===== src/hw/rtl/kac_pkg.sv =====
// Package for the key autorepeat cursor block.
// Holds the key layout, register indexes, counter widths and the fire struct.
// No dependencies.
`timescale 1ns / 1ps

package kac_pkg;

  localparam int KEY_W     = 10;
  localparam int CNT_W     = 8;
  localparam int CFG_IDX_W = 8;
  localparam int CFG_DAT_W = 8;
  localparam int OUT_POS_W = 4;
  localparam int NUM_DIR   = 4;

  // Key bit positions in the pressed-key set
  localparam int KEY_ACT_BIT   = 0;
  localparam int KEY_RIGHT_BIT = 4;
  localparam int KEY_LEFT_BIT  = 5;
  localparam int KEY_UP_BIT    = 6;
  localparam int KEY_DOWN_BIT  = 7;

  // Direction slots, in the order fires are applied
  localparam int DIR_LEFT  = 0;
  localparam int DIR_RIGHT = 1;
  localparam int DIR_UP    = 2;
  localparam int DIR_DOWN  = 3;

  localparam int DIR_KEY_BIT [NUM_DIR] = '{KEY_LEFT_BIT, KEY_RIGHT_BIT, KEY_UP_BIT,
                                            KEY_DOWN_BIT};

  // Configuration register indexes
  localparam logic [CFG_IDX_W-1:0] CFG_REPEAT_DELAY = 8'd0;
  localparam logic [CFG_IDX_W-1:0] CFG_REPEAT_RATE  = 8'd1;

  localparam logic [CNT_W-1:0] RESET_DELAY = 8'd10;
  localparam logic [CNT_W-1:0] RESET_RATE  = 8'd3;

  typedef struct packed {
    logic left;
    logic right;
    logic up;
    logic down;
  } dir_fire_t;

endpackage


===== src/hw/rtl/kac_key_if.sv =====
// Input channel of the key autorepeat cursor: one raw key register per beat.
// Depends on kac_pkg.
`timescale 1ns / 1ps

interface kac_key_if
  import kac_pkg::*;
();
  logic             valid;
  logic             ready;
  logic [KEY_W-1:0] key_bits;

  modport source (output valid, output key_bits, input ready);
  modport sink (input valid, input key_bits, output ready);
endinterface


===== src/hw/rtl/kac_res_if.sv =====
// Result channel of the key autorepeat cursor: cursor position and flags per beat.
// Depends on kac_pkg.
`timescale 1ns / 1ps

interface kac_res_if
  import kac_pkg::*;
();
  logic                 valid;
  logic                 ready;
  logic [OUT_POS_W-1:0] cursor_col;
  logic [OUT_POS_W-1:0] cursor_row;
  logic                 cursor_moved;
  logic                 action_press;

  modport source (output valid, output cursor_col, output cursor_row,
                  output cursor_moved, output action_press, input ready);
  modport sink (input valid, input cursor_col, input cursor_row,
                input cursor_moved, input action_press, output ready);
endinterface


===== src/hw/rtl/kac_cfg_if.sv =====
// Configuration write channel of the key autorepeat cursor: index and data.
// Depends on kac_pkg.
`timescale 1ns / 1ps

interface kac_cfg_if
  import kac_pkg::*;
();
  logic                 valid;
  logic                 ready;
  logic [CFG_IDX_W-1:0] index;
  logic [CFG_DAT_W-1:0] data;

  modport source (output valid, output index, output data, input ready);
  modport sink (input valid, input index, input data, output ready);
endinterface


===== src/hw/rtl/kac_repeat.sv =====
// Repeat counter for one direction key: press-edge fire, delay and rate reloads.
// Depends on kac_pkg.
`timescale 1ns / 1ps

module kac_repeat
  import kac_pkg::*;
(
  input  logic             clk,
  input  logic             rst,
  input  logic             adv,
  input  logic             now_key,
  input  logic             prev_key,
  input  logic [CNT_W-1:0] delay,
  input  logic [CNT_W-1:0] rate,
  output logic             fire
);

  logic [CNT_W-1:0] cnt;
  logic [CNT_W-1:0] cnt_next;

  always_comb begin
    if (!now_key) begin
      cnt_next = '0;
      fire     = 1'b0;
    end else if (!prev_key) begin
      cnt_next = delay;
      fire     = 1'b1;
    end else if (cnt == '0) begin
      cnt_next = rate;
      fire     = 1'b1;
    end else begin
      cnt_next = cnt - CNT_W'(1);
      fire     = 1'b0;
    end
  end

  always_ff @(posedge clk) begin
    if (rst) begin
      cnt <= '0;
    end else if (adv) begin
      cnt <= cnt_next;
    end
  end

endmodule


===== src/hw/rtl/kac_cursor.sv =====
// Cursor position registers and the ordered, edge-clamped move logic.
// Depends on kac_pkg (dir_fire_t).
`timescale 1ns / 1ps

module kac_cursor
  import kac_pkg::*;
#(
  parameter int GRID_SIZE = 16
) (
  input  logic                         clk,
  input  logic                         rst,
  input  logic                         adv,
  input  dir_fire_t                    fire,
  output logic [$clog2(GRID_SIZE)-1:0] col_next,
  output logic [$clog2(GRID_SIZE)-1:0] row_next,
  output logic                         moved
);

  localparam int              POS_W   = $clog2(GRID_SIZE);
  localparam logic [POS_W-1:0] POS_MAX = POS_W'(GRID_SIZE - 1);
  localparam logic [POS_W-1:0] POS_MID = POS_W'(GRID_SIZE / 2);

  logic [POS_W-1:0] pos_col;
  logic [POS_W-1:0] pos_row;
  logic [POS_W-1:0] row_a;
  logic [POS_W-1:0] col_a;
  logic             mv_left, mv_right, mv_up, mv_down;

  // Apply fires in order; each step sees the position left by the one before
  always_comb begin
    mv_left  = fire.left && (pos_row != POS_MAX);
    row_a    = mv_left ? pos_row + POS_W'(1) : pos_row;
    mv_right = fire.right && (row_a != '0);
    row_next = mv_right ? row_a - POS_W'(1) : row_a;
    mv_up    = fire.up && (pos_col != '0);
    col_a    = mv_up ? pos_col - POS_W'(1) : pos_col;
    mv_down  = fire.down && (col_a != POS_MAX);
    col_next = mv_down ? col_a + POS_W'(1) : col_a;
    moved    = mv_left | mv_right | mv_up | mv_down;
  end

  always_ff @(posedge clk) begin
    if (rst) begin
      pos_col <= POS_MID;
      pos_row <= POS_MID;
    end else if (adv) begin
      pos_col <= col_next;
      pos_row <= row_next;
    end
  end

  a_in_grid: assert property (@(posedge clk) disable iff (rst)
    (pos_col <= POS_MAX) && (pos_row <= POS_MAX))
    else $error("cursor left the grid");

  a_hold: assert property (@(posedge clk) disable iff (rst)
    !adv |=> $stable(pos_col) && $stable(pos_row))
    else $error("cursor moved without a tick");

  a_no_fire: assert property (@(posedge clk) disable iff (rst)
    (fire == '0) |-> !moved && (col_next == pos_col) && (row_next == pos_row))
    else $error("cursor moved with no fire");

endmodule


===== src/hw/rtl/key_autorepeat_cursor.sv =====
// Top level of the key autorepeat cursor: input register, repeat counters,
// cursor move logic and result register. Depends on kac_pkg, the kac_*_if
// interfaces, kac_repeat and kac_cursor.
`timescale 1ns / 1ps

// Channel  | Port   | Dir | Beat contents
// ---------+--------+-----+----------------------------------------------------
// input    | key    | in  | key_bits: raw key register, active low, one frame
// result   | cursor | out | cursor_col, cursor_row, cursor_moved, action_press
// config   | cfg    | in  | index (0 repeat_delay, 1 repeat_rate), data
//
// Each key beat yields exactly one result beat, via the input and then the result register.
// One beat enters per cycle while the result does not stall: the input register and
// the result register form a two-deep pipe, with combinational per-key logic between.
// Synchronous rst centers the cursor, clears key history and counters,
// and loads delay 10 and rate 3.
// A stalled result holds the pipe; the input register still takes a beat
// while the result register is full and the stage is empty.
// The config port is always ready; write it only while the block is idle.

module key_autorepeat_cursor
  import kac_pkg::*;
#(
  parameter int GRID_SIZE = 16
) (
  input  logic      clk,
  input  logic      rst,
  kac_key_if.sink   key,
  kac_res_if.source cursor,
  kac_cfg_if.sink   cfg
);

  localparam int POS_W = $clog2(GRID_SIZE);
  localparam int EXT_W = (POS_W > OUT_POS_W) ? POS_W : OUT_POS_W;

  logic [CNT_W-1:0] repeat_delay;
  logic [CNT_W-1:0] repeat_rate;

  logic             s1_valid;
  logic [KEY_W-1:0] s1_now;
  logic             s1_adv;
  logic             in_ready;

  logic [KEY_W-1:0] previous_keys;

  logic [NUM_DIR-1:0] fire_vec;
  dir_fire_t          fire;
  logic [POS_W-1:0]   col_next;
  logic [POS_W-1:0]   row_next;
  logic               moved;
  logic               act;
  logic [EXT_W-1:0]   col_ext;
  logic [EXT_W-1:0]   row_ext;

  logic                 res_valid;
  logic [OUT_POS_W-1:0] res_col;
  logic [OUT_POS_W-1:0] res_row;
  logic                 res_moved;
  logic                 res_act;

  // Configuration registers; indexes beyond the list are dropped
  assign cfg.ready = 1'b1;

  always_ff @(posedge clk) begin
    if (rst) begin
      repeat_delay <= RESET_DELAY;
      repeat_rate  <= RESET_RATE;
    end else if (cfg.valid) begin
      if (cfg.index == CFG_REPEAT_DELAY) begin
        repeat_delay <= CNT_W'(cfg.data);
      end else if (cfg.index == CFG_REPEAT_RATE) begin
        repeat_rate <= CNT_W'(cfg.data);
      end
    end
  end

  // Stage 1: advance into the result register whenever it is free or draining
  assign s1_adv   = s1_valid && (!res_valid || cursor.ready);
  assign in_ready = !s1_valid || s1_adv;
  assign key.ready = in_ready;

  always_ff @(posedge clk) begin
    if (rst) begin
      s1_valid <= 1'b0;
    end else if (in_ready) begin
      s1_valid <= key.valid;
    end
  end

  // Invert the active-low key register into the pressed-key set
  always_ff @(posedge clk) begin
    if (key.valid && in_ready) begin
      s1_now <= ~key.key_bits;
    end
  end

  // Key history for press edges
  always_ff @(posedge clk) begin
    if (rst) begin
      previous_keys <= '0;
    end else if (s1_adv) begin
      previous_keys <= s1_now;
    end
  end

  // One repeat counter per direction key
  for (genvar d = 0; d < NUM_DIR; d++) begin : g_dir
    kac_repeat u_repeat (
      .clk      (clk),
      .rst      (rst),
      .adv      (s1_adv),
      .now_key  (s1_now[DIR_KEY_BIT[d]]),
      .prev_key (previous_keys[DIR_KEY_BIT[d]]),
      .delay    (repeat_delay),
      .rate     (repeat_rate),
      .fire     (fire_vec[d])
    );
  end

  assign fire.left  = fire_vec[DIR_LEFT];
  assign fire.right = fire_vec[DIR_RIGHT];
  assign fire.up    = fire_vec[DIR_UP];
  assign fire.down  = fire_vec[DIR_DOWN];

  kac_cursor #(
    .GRID_SIZE (GRID_SIZE)
  ) u_cursor (
    .clk      (clk),
    .rst      (rst),
    .adv      (s1_adv),
    .fire     (fire),
    .col_next (col_next),
    .row_next (row_next),
    .moved    (moved)
  );

  assign act = s1_now[KEY_ACT_BIT] && !previous_keys[KEY_ACT_BIT];

  // The result carries the low bits of the position; a narrow grid zero-extends
  assign col_ext = EXT_W'(col_next);
  assign row_ext = EXT_W'(row_next);

  // Result register: load on advance, drop once taken
  always_ff @(posedge clk) begin
    if (rst) begin
      res_valid <= 1'b0;
    end else if (s1_adv) begin
      res_valid <= 1'b1;
    end else if (cursor.ready) begin
      res_valid <= 1'b0;
    end
  end

  always_ff @(posedge clk) begin
    if (s1_adv) begin
      res_col   <= col_ext[OUT_POS_W-1:0];
      res_row   <= row_ext[OUT_POS_W-1:0];
      res_moved <= moved;
      res_act   <= act;
    end
  end

  assign cursor.valid        = res_valid;
  assign cursor.cursor_col   = res_col;
  assign cursor.cursor_row   = res_row;
  assign cursor.cursor_moved = res_moved;
  assign cursor.action_press = res_act;

  a_adv_loads: assert property (@(posedge clk) disable iff (rst)
    s1_adv |=> res_valid)
    else $error("advanced beat did not reach the result register");

  a_stall_only: assert property (@(posedge clk) disable iff (rst)
    !in_ready |-> s1_valid && res_valid && !cursor.ready)
    else $error("input stalled while the pipe could move");

  a_no_loss: assert property (@(posedge clk) disable iff (rst)
    res_valid && !cursor.ready |=> res_valid)
    else $error("pending result dropped");

endmodule

===== src/flat_wrapper.sv =====
// flat-port wrapper written by rule: the top's interface ports become plain ports
module key_autorepeat_cursor_flat import kac_pkg::*;
#(
  parameter int GRID_SIZE = 16
)
  (clk, rst, key_valid, key_key_bits, key_ready, cursor_valid, cursor_cursor_col, cursor_cursor_row, cursor_cursor_moved, cursor_action_press, cursor_ready, cfg_valid, cfg_index, cfg_data, cfg_ready);
  kac_key_if key_i ();
  kac_res_if cursor_i ();
  kac_cfg_if cfg_i ();
  input  logic clk;
  input  logic rst;
  input wire logic [$bits(key_i.valid)-1:0] key_valid;
  input wire logic [$bits(key_i.key_bits)-1:0] key_key_bits;
  output wire logic [$bits(key_i.ready)-1:0] key_ready;
  output wire logic [$bits(cursor_i.valid)-1:0] cursor_valid;
  output wire logic [$bits(cursor_i.cursor_col)-1:0] cursor_cursor_col;
  output wire logic [$bits(cursor_i.cursor_row)-1:0] cursor_cursor_row;
  output wire logic [$bits(cursor_i.cursor_moved)-1:0] cursor_cursor_moved;
  output wire logic [$bits(cursor_i.action_press)-1:0] cursor_action_press;
  input wire logic [$bits(cursor_i.ready)-1:0] cursor_ready;
  input wire logic [$bits(cfg_i.valid)-1:0] cfg_valid;
  input wire logic [$bits(cfg_i.index)-1:0] cfg_index;
  input wire logic [$bits(cfg_i.data)-1:0] cfg_data;
  output wire logic [$bits(cfg_i.ready)-1:0] cfg_ready;
  assign key_i.valid = key_valid;
  assign key_i.key_bits = key_key_bits;
  assign key_ready = key_i.ready;
  assign cursor_valid = cursor_i.valid;
  assign cursor_cursor_col = cursor_i.cursor_col;
  assign cursor_cursor_row = cursor_i.cursor_row;
  assign cursor_cursor_moved = cursor_i.cursor_moved;
  assign cursor_action_press = cursor_i.action_press;
  assign cursor_i.ready = cursor_ready;
  assign cfg_i.valid = cfg_valid;
  assign cfg_i.index = cfg_index;
  assign cfg_i.data = cfg_data;
  assign cfg_ready = cfg_i.ready;
  key_autorepeat_cursor #(.GRID_SIZE(GRID_SIZE)) u_core (.clk(clk), .rst(rst), .key(key_i), .cursor(cursor_i), .cfg(cfg_i));
endmodule

===== config.mk =====
export PLATFORM = sky130hd
export DESIGN_NAME = key_autorepeat_cursor_flat
export DESIGN_NICKNAME = d
export VERILOG_FILES = /design/src/hw/rtl/kac_pkg.sv /design/src/hw/rtl/kac_key_if.sv /design/src/hw/rtl/kac_res_if.sv /design/src/hw/rtl/kac_cfg_if.sv /design/src/hw/rtl/kac_repeat.sv /design/src/hw/rtl/kac_cursor.sv /design/src/hw/rtl/key_autorepeat_cursor.sv /design/src/flat_wrapper.sv
export SDC_FILE = /design/constraint.sdc
export NUM_CORES = 1
export LEC_CHECK = 0
export ABC_AREA = 1
export BUFFER_PORTS_ARGS = -buffer_cell sky130_fd_sc_hd__buf_2
export CORE_MARGIN = 4
export CORE_UTILIZATION = 57
export CTS_BUF_LIST = sky130_fd_sc_hd__clkbuf_8 sky130_fd_sc_hd__clkbuf_16
export DETAILED_ROUTE_END_ITERATION = 8
export PLACE_DENSITY = 0.77
export SLEW_MARGIN = 20
export SYNTH_ARGS = -nofsm -noshare
export SYNTH_HDL_FRONTEND = slang
export SYNTH_HIERARCHICAL = 1
export SYNTH_SLANG_ARGS = --single-unit

===== constraint.sdc =====
create_clock -name clk -period 4.2 [get_ports clk]
set_clock_uncertainty 0.05 [all_clocks]
set_input_delay 0 -clock clk [delete_from_list [all_inputs] [get_ports clk]]
set_output_delay 0 -clock clk [all_outputs]
set_load 0.005 [all_outputs]

# After elaboration in Yosys (flattened, before gate mapping)
# Index checks and enable logic that the tools add are counted.
# Widths: inputs -> output; s select.
word_totals:
  reg_bits: 84
classes:
  mux: 30
  n_reduce_logical: 22
  addsub: 8
  n_eq_ne: 3
  bitwise_logic: 5
op_table:
  columns: ["operator", "count"]
  rows:
  - ["$mux 8", 12]
  - ["$logic_not 8->1", 5]
  - ["$sub 8x1->8 const B", 4]
  - ["$mux 4", 4]
  - ["$mux 1", 14]
  - ["$add 4x1->4 const B", 2]
  - ["$eq 8x1->1 const B", 1]
  - ["$ne 4x4->1 const B", 2]
  - ["$not 8->8", 1]
  - ["$reduce_bool 4->1", 2]
  - ["$sub 4x1->4 const B", 2]
  - ["$logic_and 1x1->1", 7]
  - ["$logic_not 1->1", 3]
  - ["$or 1x1->1", 3]
  - ["$reduce_and 3->1", 1]
  - ["$logic_or 1x1->1", 2]
  - ["$reduce_and 2->1", 1]
  - ["$reduce_bool 2->1", 1]
  - ["$not 1->1", 1]

# Logic depth before layout (Yosys ltp)
depth:
  word_depth: 11
  ltp_mapped: 18
  depth_no_buf: 17

# Modules after synthesis
# Netlist, hierarchy kept.
modules_own_cells:
  columns: ["mod", "seq_area_each_um2", "cells_each", "area_per_inst_um2", "n_inst"]
  rows:
  - ["kac_repeat", 160.2, 115, 685.7, 4]
  - ["key_autorepeat_cursor", 910.9, 158, 1467.7, 1]
  - ["kac_cursor", 160.2, 143, 844.6, 1]

# Worst setup path before layout
# Ideal clock, no wire load.
synth_path:
  path_kind: "register -> register"
  startpoint: "register u_core.g_dir[0].u_repeat.cnt[0]"
  endpoint: "register u_core.res_row[1] (netlist: u_core/cursor.cursor_row[1]), data pin"
  arrival_time_ns: 1.981
  required_ns: 3.897
  path_stages_with_launch: 16
  path_slack_ns: 1.916
  synth_period_minus_slack_ns: 2.284
  setup_time_ns: 0.253
  path_cell_list: "dfxtp_1 -> inv_1 -> ha_1 -> nand3_1 -> nor2_4 -> buf_6 -> o21a_1 -> nand2_4 -> o21ai_2 -> ha_1 -> inv_1 -> nor2_4 -> nand2_2 -> nand2_2 -> or2_1 -> nand2_1"
synth_lines:
  columns: ["item", "line", "rtl"]
  rows:
  - ["start, declared", "kac_repeat.sv:18", "logic [CNT_W-1:0] cnt;"]
  - ["start signal, assigned", "kac_repeat.sv:41", "cnt <= cnt_next;"]
  - ["end signal, assigned", "key_autorepeat_cursor.sv:157", "res_row <= row_ext[OUT_POS_W-1:0];"]
  - ["end, declared", "key_autorepeat_cursor.sv:57", "logic [OUT_POS_W-1:0] res_row;"]

==> out/summary.txt <==
share of layout cells above drive strength 1: 16.3%
post-cts sizing count: 0
Yosys top cell by area: dfxtp_1
vias in the first global route: 4728
area delta synth->final: 10.7%
Via density: 5.35
Total Routing Usage GR: 24.9%
Placed Area: 0.00521 mm2
Fin. Hold Viols: 0
Peak VDD IR: 0.167 mV
RR Endpoint: u_core/cursor.cursor_row[1]$_DFFE_PP_
syn nets: 805
top cell type's share of synthesized area: 25.0%
Setup TNS Final: 0 ps
main combinational cell family by area after synthesis: simple AND/OR/NAND/NOR gates
Max Cap Violations: 0
post-synthesis compound-gate area fraction: 13.3%
CTS tree: yes
Worst-Margin Slew: 692 ps
clock buffer count from CTS: 9
post-cts hold buffer count: 16
largest net degree at the start of global routing: 44
Worst Path Max Fanout: 11
CTS sink cnt: 78
Leak: 2.45 nW
dpl cells: 885
relative slew slack: 53.8%
period utilization: 62.9%
Slew Limit Fails: 0
core area: 0.00868 mm2
H-tree depth: 3
n_diodes: 0
Seq cells post-synth: 78
mux share of post-synthesis cell area: 0%
total I/O pin count: 44
Clock Latency Late Sink: 350 ps
Nets: 848
min-delay worst type: in2reg
postcts setup bufs: 0
sequential area share after synthesis: 33.9%
drt wl/cell: 13.4 um
Final setup violation count: 0
Post-Syn Instances: 761
Die Span Y: 102 um
pwr dens: 326 mW/mm2
Initial Utilization: 58.2%
crit path capture type: flip-flop
Setup crit start: u_core/g_dir[0].u_repeat/cnt[0]$_SDFFE_PP0P_
Max Root-Sink Buffers: 2
Total Wirelength: 12.3 mm
minimum clock period: 2640 ps
simple-gate share of the synthesized area: 38.2%
first-pass GRT wire length: 20.7 mm
Worst EP arrival: 2700 ps
worst reg2reg path depth: 14
drt initial violations: 295
grt total ovfl: 0
initial antenna violation count: 0
Critical R2R Launch: u_core/g_dir[0].u_repeat/cnt[0]$_SDFFE_PP0P_
GP Congestion: 0.912
PortBufs: 37
final instance area: 0.00560 mm2
Antenna Nets Post-Route: 0
vias: 4906
adder-cell share of the synthesized area: 3.22%
Row Count: 34
Clock transition at path regs: 80 ps
most frequent cells in the layout: nand2_1 (202), nor2_1 (113), inv_1 (84)
worst setup margin: 1560 ps
Die W: 102 um
RSZ-0062 raised after global routing: no
CTS root buf: clkbuf_8
critical path class: reg2reg
Netlist Area Pre-Place: 0.00505 mm2
run status: complete, no violations
Ys Warns: 6
Crit path required time: 4260 ps
hpwl dp: 8.64 mm
Post-Synth XOR/XNOR Area: 0.866%
Syn Area/Cell: 6.64 um2
Worst setup endpoint: u_core/cursor.cursor_row[1]$_DFFE_PP_
worst slack, placed: 1590 ps
Area contributors post-synth: dfxtp_1 (25%), nand2_1 (15%), edfxtp_1 (8.9%), nor2_1 (8.4%), nand3_1 (7.1%)
DR DRC count: 0
reg2reg setup slack: 1560 ps
CP Launch Type: flip-flop
Netlist cell types: 33
router iterations before antenna repair: 5
Achievable Freq: 0.378 GHz
most common cell after layout, fill and taps aside: nand2_1
die footprint: 0.0104 mm2
Final Non-Filler Cells: 917
-- through the flow --
stage / total power, mW / hold WS (ps) / util (%)
finish: 1.82 / 58.7 / 64.5
CTS: 1.84 / 39.4 / 64.5
global placement: 1.19 / 187 / 60.1
global route: 1.93 / 64.5 / 64.5
floorplan: 1.13 / 19.1 / -
detailed placement: 1.20 / 192 / 60.1
-- state kept, by name, indices dropped and copies added (netlist names) --
signal                      count
u_core/s1_valid                 1
u_core/u_cursor/pos_col         4
u_core/cursor.valid             1
u_core/s1_now                   5
u_core/u_cursor/pos_row         4
u_core/cursor.cursor_moved      1
u_core/cursor.cursor_col        4
u_core/cursor.cursor_row        4
u_core/cursor.action_press      1
u_core/g_dir.u_repeat/cnt      32
u_core/repeat_rate              8
u_core/previous_keys            5
u_core/repeat_delay             8
-- worst max-delay path: stages (launching register included) --
cell and delay (ps):
dfxtp_1 330, inv_1 110, ha_1 170, nand3_1 120, nor2_4 260, o21a_1 300
nand2_4 120, o21ai_2 210, ha_1 180, inv_1 70, nor2_4 150, nand2_2 70
nand2_2 90, or2_1 120, nand2_1 50
-- where the power goes --
| part | switching, mW | leakage [nW] | internal, mW |
|---|---|---|---|
| combinational | 0.237 | 1.68 | 0.134 |
| sequential | 0.0309 | 0.653 | 0.795 |
| clock | 0.278 | 0.108 | 0.349 |
-- routing by layer --
| metal | routed length (um) | vias up | GRT usage [%] |
|---|---|---|---|
| met4 | 192 | 0 | 8.68 |
| met1 | 5360 | 2229 | 31.0 |
| li1 | - | 2505 | - |
| met3 | 743 | 20 | 3.34 |
| met5 | 0 | - | 0 |
| met2 | 6040 | 152 | 44.1 |
-- cell families after synthesis --
group           after synthesis
compound gates              109
xor+xnor                      5
fa+ha+maj                    13
buf+inv                     118
flops                        78
other cells                   1
simple gates                437
-- cells in the mapped netlist, drive strengths merged --
| master | instances |
|---|---|
| a21oi | 80 |
| buf | 20 |
| clkbuf | 2 |
| clkinv | 1 |
| conb | 1 |
| dfxtp | 63 |
| edfxtp | 15 |
| ha | 13 |
| inv | 95 |
| nand2 | 220 |
| nand3 | 74 |
| nand3b | 5 |
| nand4 | 8 |
| nor2 | 129 |
| o21a | 4 |
| o21ai | 24 |
| o21bai | 1 |
| or2 | 1 |
| xnor2 | 1 |
| xor2 | 4 |
-- worst min path at each step --
stage	to	slack (ps)	startpoint	cells after the start
finish	u_core/repeat_delay[3]$_SDFFE_PP1P_	60	cfg_index[0]	5
global route	u_core/repeat_delay[1]$_SDFFE_PP1P_	60	cfg_index[0]	4
CTS	u_core/repeat_delay[3]$_SDFFE_PP1P_	40	cfg_index[0]	5
detailed placement	u_core/s1_now[0]$_DFFE_PP_	190	key_key_bits[0]	2
global placement	u_core/s1_now[0]$_DFFE_PP_	190	key_key_bits[0]	2
floorplan	u_core/cursor.valid$_SDFFE_PP0P_	20	rst	1
-- cell type report --
type	count	area (um2)
Fill cell	816	3080
Multi-Input combinational cell	565	2810
Sequential cell	78	1710
Inverter	96	360
Timing Repair Buffer	54	353
Clock buffer	10	138
Tap cell	108	135
Clock inverter	6	85.1
No activity file was read; power rests on OpenSTA's default activity.
